===== src/rtl/rapc_pkg.sv =====
// Shared constants, types and functions of the antenna phase correction unit.
package rapc_pkg;

  localparam int NumFreqDefault = 2;
  localparam int VarPoints      = 19;
  localparam int CordicSteps    = 20;
  localparam int QueueDepth     = 16;

  localparam logic [4:0] EntryEast  = 5'd19;
  localparam logic [4:0] EntryNorth = 5'd20;
  localparam logic [4:0] EntryUp    = 5'd21;

  localparam logic [1:0] RegAddVar = 2'd0;
  localparam logic [1:0] RegDeltaE = 2'd1;
  localparam logic [1:0] RegDeltaN = 2'd2;
  localparam logic [1:0] RegDeltaU = 2'd3;

  localparam logic signed [33:0] CordicGain = 34'sd652032874;
  localparam logic signed [24:0] OutMax = 25'sd16777215;
  localparam logic signed [24:0] OutMin = -25'sd16777216;

  // CORDIC angle state and vector
  typedef struct packed {
    logic signed [33:0] x;
    logic signed [33:0] y;
    logic signed [24:0] z;
    logic               flip;
  } cordic_t;

  // item passed from front to back through the queue
  typedef struct packed {
    logic signed [31:0] ex;
    logic signed [31:0] ey;
    logic signed [31:0] ez;
    logic signed [16:0] elev;
  } evt_t;

  function automatic logic signed [24:0] atan_step(input logic [4:0] i);
    case (i)
      5'd0:  atan_step = 25'sd2097152;
      5'd1:  atan_step = 25'sd1238021;
      5'd2:  atan_step = 25'sd654136;
      5'd3:  atan_step = 25'sd332050;
      5'd4:  atan_step = 25'sd166669;
      5'd5:  atan_step = 25'sd83416;
      5'd6:  atan_step = 25'sd41718;
      5'd7:  atan_step = 25'sd20860;
      5'd8:  atan_step = 25'sd10430;
      5'd9:  atan_step = 25'sd5215;
      5'd10: atan_step = 25'sd2608;
      5'd11: atan_step = 25'sd1304;
      5'd12: atan_step = 25'sd652;
      5'd13: atan_step = 25'sd326;
      5'd14: atan_step = 25'sd163;
      5'd15: atan_step = 25'sd81;
      5'd16: atan_step = 25'sd41;
      5'd17: atan_step = 25'sd20;
      5'd18: atan_step = 25'sd10;
      5'd19: atan_step = 25'sd5;
      default: atan_step = 25'sd0;
    endcase
  endfunction

  // reduce a binary angle to +-quarter turn, start value of the rotation
  function automatic cordic_t cordic_init(input logic [15:0] ang);
    logic signed [16:0] a;
    cordic_t c;
    a = 17'(signed'(ang));
    c.flip = 1'b0;
    if (a > 17'sd16384) begin
      a = a - 17'sd32768;
      c.flip = 1'b1;
    end else if (a < -17'sd16384) begin
      a = a + 17'sd32768;
      c.flip = 1'b1;
    end
    c.x = CordicGain;
    c.y = '0;
    c.z = 25'(a) <<< 8;
    return c;
  endfunction

  function automatic cordic_t cordic_iter(input cordic_t c, input logic [4:0] i);
    cordic_t n;
    logic signed [33:0] dx;
    logic signed [33:0] dy;
    n = c;
    dx = c.y >>> i;
    dy = c.x >>> i;
    if (!c.z[24]) begin
      n.x = c.x - dx;
      n.y = c.y + dy;
      n.z = c.z - atan_step(i);
    end else begin
      n.x = c.x + dx;
      n.y = c.y - dy;
      n.z = c.z + atan_step(i);
    end
    return n;
  endfunction

endpackage


===== src/rtl/rapc_queue.sv =====
// Short queue between front and back.
module rapc_queue (
  input  logic           clk,
  input  logic           rst_n,
  input  logic           push,
  input  rapc_pkg::evt_t push_data,
  input  logic           pop,
  output logic           not_empty,
  output rapc_pkg::evt_t head
);
  import rapc_pkg::*;

  localparam int PW = $clog2(QueueDepth);

  evt_t        mem_r [QueueDepth];
  logic [PW-1:0] wp_r, rp_r;
  logic [PW:0]   cnt_r;

  assign not_empty = cnt_r != '0;
  assign head      = mem_r[rp_r];

  always_ff @(posedge clk) begin
    if (!rst_n) begin
      wp_r  <= '0;
      rp_r  <= '0;
      cnt_r <= '0;
    end else begin
      if (push) wp_r <= wp_r + 1'b1;
      if (pop)  rp_r <= rp_r + 1'b1;
      cnt_r <= cnt_r + (PW+1)'(push) - (PW+1)'(pop);
    end
    if (push) mem_r[wp_r] <= push_data;
  end

  always_ff @(posedge clk) begin
    if (rst_n) begin
      assert (!(push && !pop && cnt_r == (PW+1)'(QueueDepth)))
        else $error("queue overflow");
    end
  end

  property p_no_underflow;
    @(posedge clk) disable iff (!rst_n) pop |-> not_empty;
  endproperty
  a_no_underflow: assert property (p_no_underflow) else $error("queue underflow");

  property p_count_move;
    @(posedge clk) disable iff (!rst_n)
      (push && !pop) |=> cnt_r == $past(cnt_r) + 1'b1;
  endproperty
  a_count_move: assert property (p_count_move) else $error("queue count");

  property p_empty_ptrs;
    @(posedge clk) disable iff (!rst_n) cnt_r == '0 |-> wp_r == rp_r;
  endproperty
  a_empty_ptrs: assert property (p_empty_ptrs) else $error("queue pointers");

endmodule


===== config.mk =====
export PLATFORM = sky130hd
export DESIGN_NAME = rapc_queue
export DESIGN_NICKNAME = d
export VERILOG_FILES = /design/src/rtl/rapc_pkg.sv /design/src/rtl/rapc_queue.sv
export SDC_FILE = /design/constraint.sdc
export NUM_CORES = 1
export LEC_CHECK = 0
export BUFFER_PORTS_ARGS = -buffer_cell sky130_fd_sc_hd__buf_4
export CAP_MARGIN = 0
export CORE_MARGIN = 4
export CORE_UTILIZATION = 25
export CTS_CLUSTER_DIAMETER = 60
export DETAILED_ROUTE_END_ITERATION = 8
export GPL_TIMING_DRIVEN = 0
export SLEW_MARGIN = 25
export SYNTH_ARGS = -nofsm -noshare
export SYNTH_HDL_FRONTEND = slang
export SYNTH_SLANG_ARGS = --single-unit

===== constraint.sdc =====
create_clock -name clk -period 4.5 [get_ports clk]
set_clock_uncertainty 0.2 [all_clocks]
set_input_delay 0.9 -clock clk [delete_from_list [all_inputs] [get_ports clk]]
set_output_delay 0.9 -clock clk [all_outputs]
set_load 0.01 [all_outputs]

==> metrics <==
fmax=0.230 GHz; HPWL after DPL=111000 um; # nets final=3440; hold crit path type=primary input to flop; Fin Hold WS=172 ps; CTS Hold Bufs=0; r2r endpoint=mem_r[2][73]$_DFFE_PP_; Post-Synthesis Cell Area=68300 sq um; CTS max path bufs=4; Worst Setup Start Kind=flop; WP data arrival=3240 ps; fin. max-slew vios=0; DR WL/cell=25.2 um; Worst-path clk slew=70 ps; WS Path Type=flop to output pin; clk root buf=clkbuf_16; effective utilization at floorplan=0.252; Worst Setup EP=head[53]; Vias=31880; CTS tree=yes; most used cell, CP=buf_4; number of enable flip-flop cells after synthesis=1808; initial antenna violation count=42; delay-heaviest family, CP=buffers and inverters; maximum fanout along the worst path=10; Synth async-reset ratio=0; largest stage delay on the critical path=530 ps; post-synthesis sequential area ratio=0.799; clk sinks=1825; hold depth=2; Final Critical Period=4340 ps; total negative slack=0 ps; DR vias/cell=4.54; die area=282000 sq um; 1st-iter DRT viols=3477; Final period util=0.965; total power=36.0 mW; Main synth FF type=edfxtp_1; vias in the first global route=32969; post-synth top area cell=edfxtp_1; Fill cells=26113; largest net degree at the start of global routing=36; final wirelength=177000 um; core region area=271000 sq um; port bufs=230; status=complete, no violations; final hold violation count=0; WP buf/inv=4; GRT Overall Usage=0.123; R2R Setup Slk=2030 ps; pre-CTS WS=-249 ps; pwr dens=441 nW/um^2; I/O pin cnt=231; DRC errors left=0; YS warnings=0; gr ovfl total=0; fin area=81600 sq um; Cell Rows=191; Yosys top cell area share=0.794; Critical Path Stages=7; Setup-failing EPs final=0; ANT nets after route=0; H-tree Lvls=4; hold wc startpoint=rst_n; Post-Synthesis Cells=2851; Max-cap violations=0; Synth Area per Inst=24.0 sq um; WP data required=3400 ps; die height=531 um; FF-to-FF path depth=3; crit path cell chain=clkbuf_2, buf_16, buf_4, mux4_2, a22oi_1, nand2_2, buf_4; Distinct cells, synth=28; #FFs+latches synth=1825; Clock Latency Late Sink=800 ps; DP Area=76000 sq um; P&R area growth vs syn=19.5%; Post-synth top cells=1808 x edfxtp_1, 452 x mux4_2, 226 x a22oi_1, 116 x nand2_1, 65 x clkbuf_1; RSZ-0062 raised after global routing=false; Die X=531 um; R2R Path Start=wp_r[2]$_SDFFE_PN0P_; most frequent cell after synthesis=edfxtp_1; Post-Syn Nets=2980; clock buffer count from CTS=177; setup ws final=157 ps; CP max-delay cell=mux4_2; Area contributors post-synth=edfxtp_1 79%, mux4_2 15%, a22oi_1 2.5%, nand2_1 0.64%, dfxtp_1 0.50%; Placer Congestion=0.680; P_leak=25.0 nW; share of cells above drive strength 1=0.325; Rel. slew slack=0.408; global-route wire length before repair=249000 um; element type at the critical path end=output pin; drt pass-1 iters=8; VDD IR max=293 uV; Worst Tran Pin Value=888 ps
[where the power goes]
part	total (mW)	internal [mW]	switching, mW	leakage, nW
Clock	14.0	7.85	6.18	2.58
Sequential	19.0	18.9	0.0547	16.5
Combinational	2.99	1.34	1.65	5.94
[sequential cells by signal, summed over array words and instances (netlist names), named ones only]
name   flops
wp_r       4
rp_r       4
cnt_r      5
mem_r   1808
[cell families after synthesis]
group,Yosys count,synth area share
flops,1825,0.799
mux,454,0.149
compound gates,230,0.0252
buf+inv,161,0.0124
simple gates,160,0.0103
fa+ha+maj,12,0.00231
xor+xnor,9,0.00115
[routing by layer]
layer  GRT usage  vias up  wire [um]  share of wire
li1            -    13223          -              -
met1       0.164    17199      72800           0.41
met2       0.203     1175      86400           0.49
met3      0.0281      273      13100          0.074
met4      0.0316       10       4200          0.024
met5           0        -         50        0.00028
[final cells by class]
cell class	instances	area [sq um]	area share
clock inverter	83	667	0.00817
sequential	1825	54600	0.669
tap	3570	4470	0.0547
multi-input combinational	865	13000	0.159
clock buffer	223	4660	0.0571
inverter	8	30.0	0.000368
buffer	152	1030	0.0127
timing repair buffer	282	3130	0.0383
antenna	10	25.0	0.000307
[worst reg2reg max path: stages, from the launching register on]
cell and delay [ps]:
dfxtp_1 360, nor3b_1 510, and2_4 630, buf_16 360
[what timing repair did]
action | 4_1_cts | 5_1_grt
resized for setup | 113 | 13
buffers inserted | 0 | 0
setup endpoints to repair | 113 | 24
hold endpoints to repair | 0 | 0
[how the worst min path moves through the flow]
stage,endpoint,slack (ps)
floorplan,flop,320
detailed placement,rp_r[1]$_SDFFE_PN0P_,380
global placement,rp_r[1]$_SDFFE_PN0P_,360
global route,wp_r[1]$_SDFFE_PN0P_,140
finish,flop,170
CTS,flop,110
[cells in the final DEF, fill, tap and decap left out, drive strengths merged, types with 4 or more instances in the layout]
| master | n |
|---|---|
| xnor2 | 5 |
| inv | 14 |
| edfxtp | 1808 |
| diode | 10 |
| buf | 366 |
| bufinv | 9 |
| mux4 | 452 |
| a22oi | 226 |
| dfxtp | 17 |
| nor2 | 4 |
| clkinv | 65 |
| xor2 | 4 |
| nor2b | 4 |
| and2 | 28 |
| ha | 11 |
| clkbuf | 291 |
| nand2 | 116 |
[stage by stage]
| stage | std cells | utilization |
|---|---|---|
| final | 7018 | 0.301 |
| after global routing | 7012 | 0.301 |
| after global placement | 6651 | 0.275 |
| after CTS | 7008 | 0.300 |
| after detailed placement | 6703 | 0.280 |
| after floorplan | 2851 | - |
(Power assumes the default switching activity.)
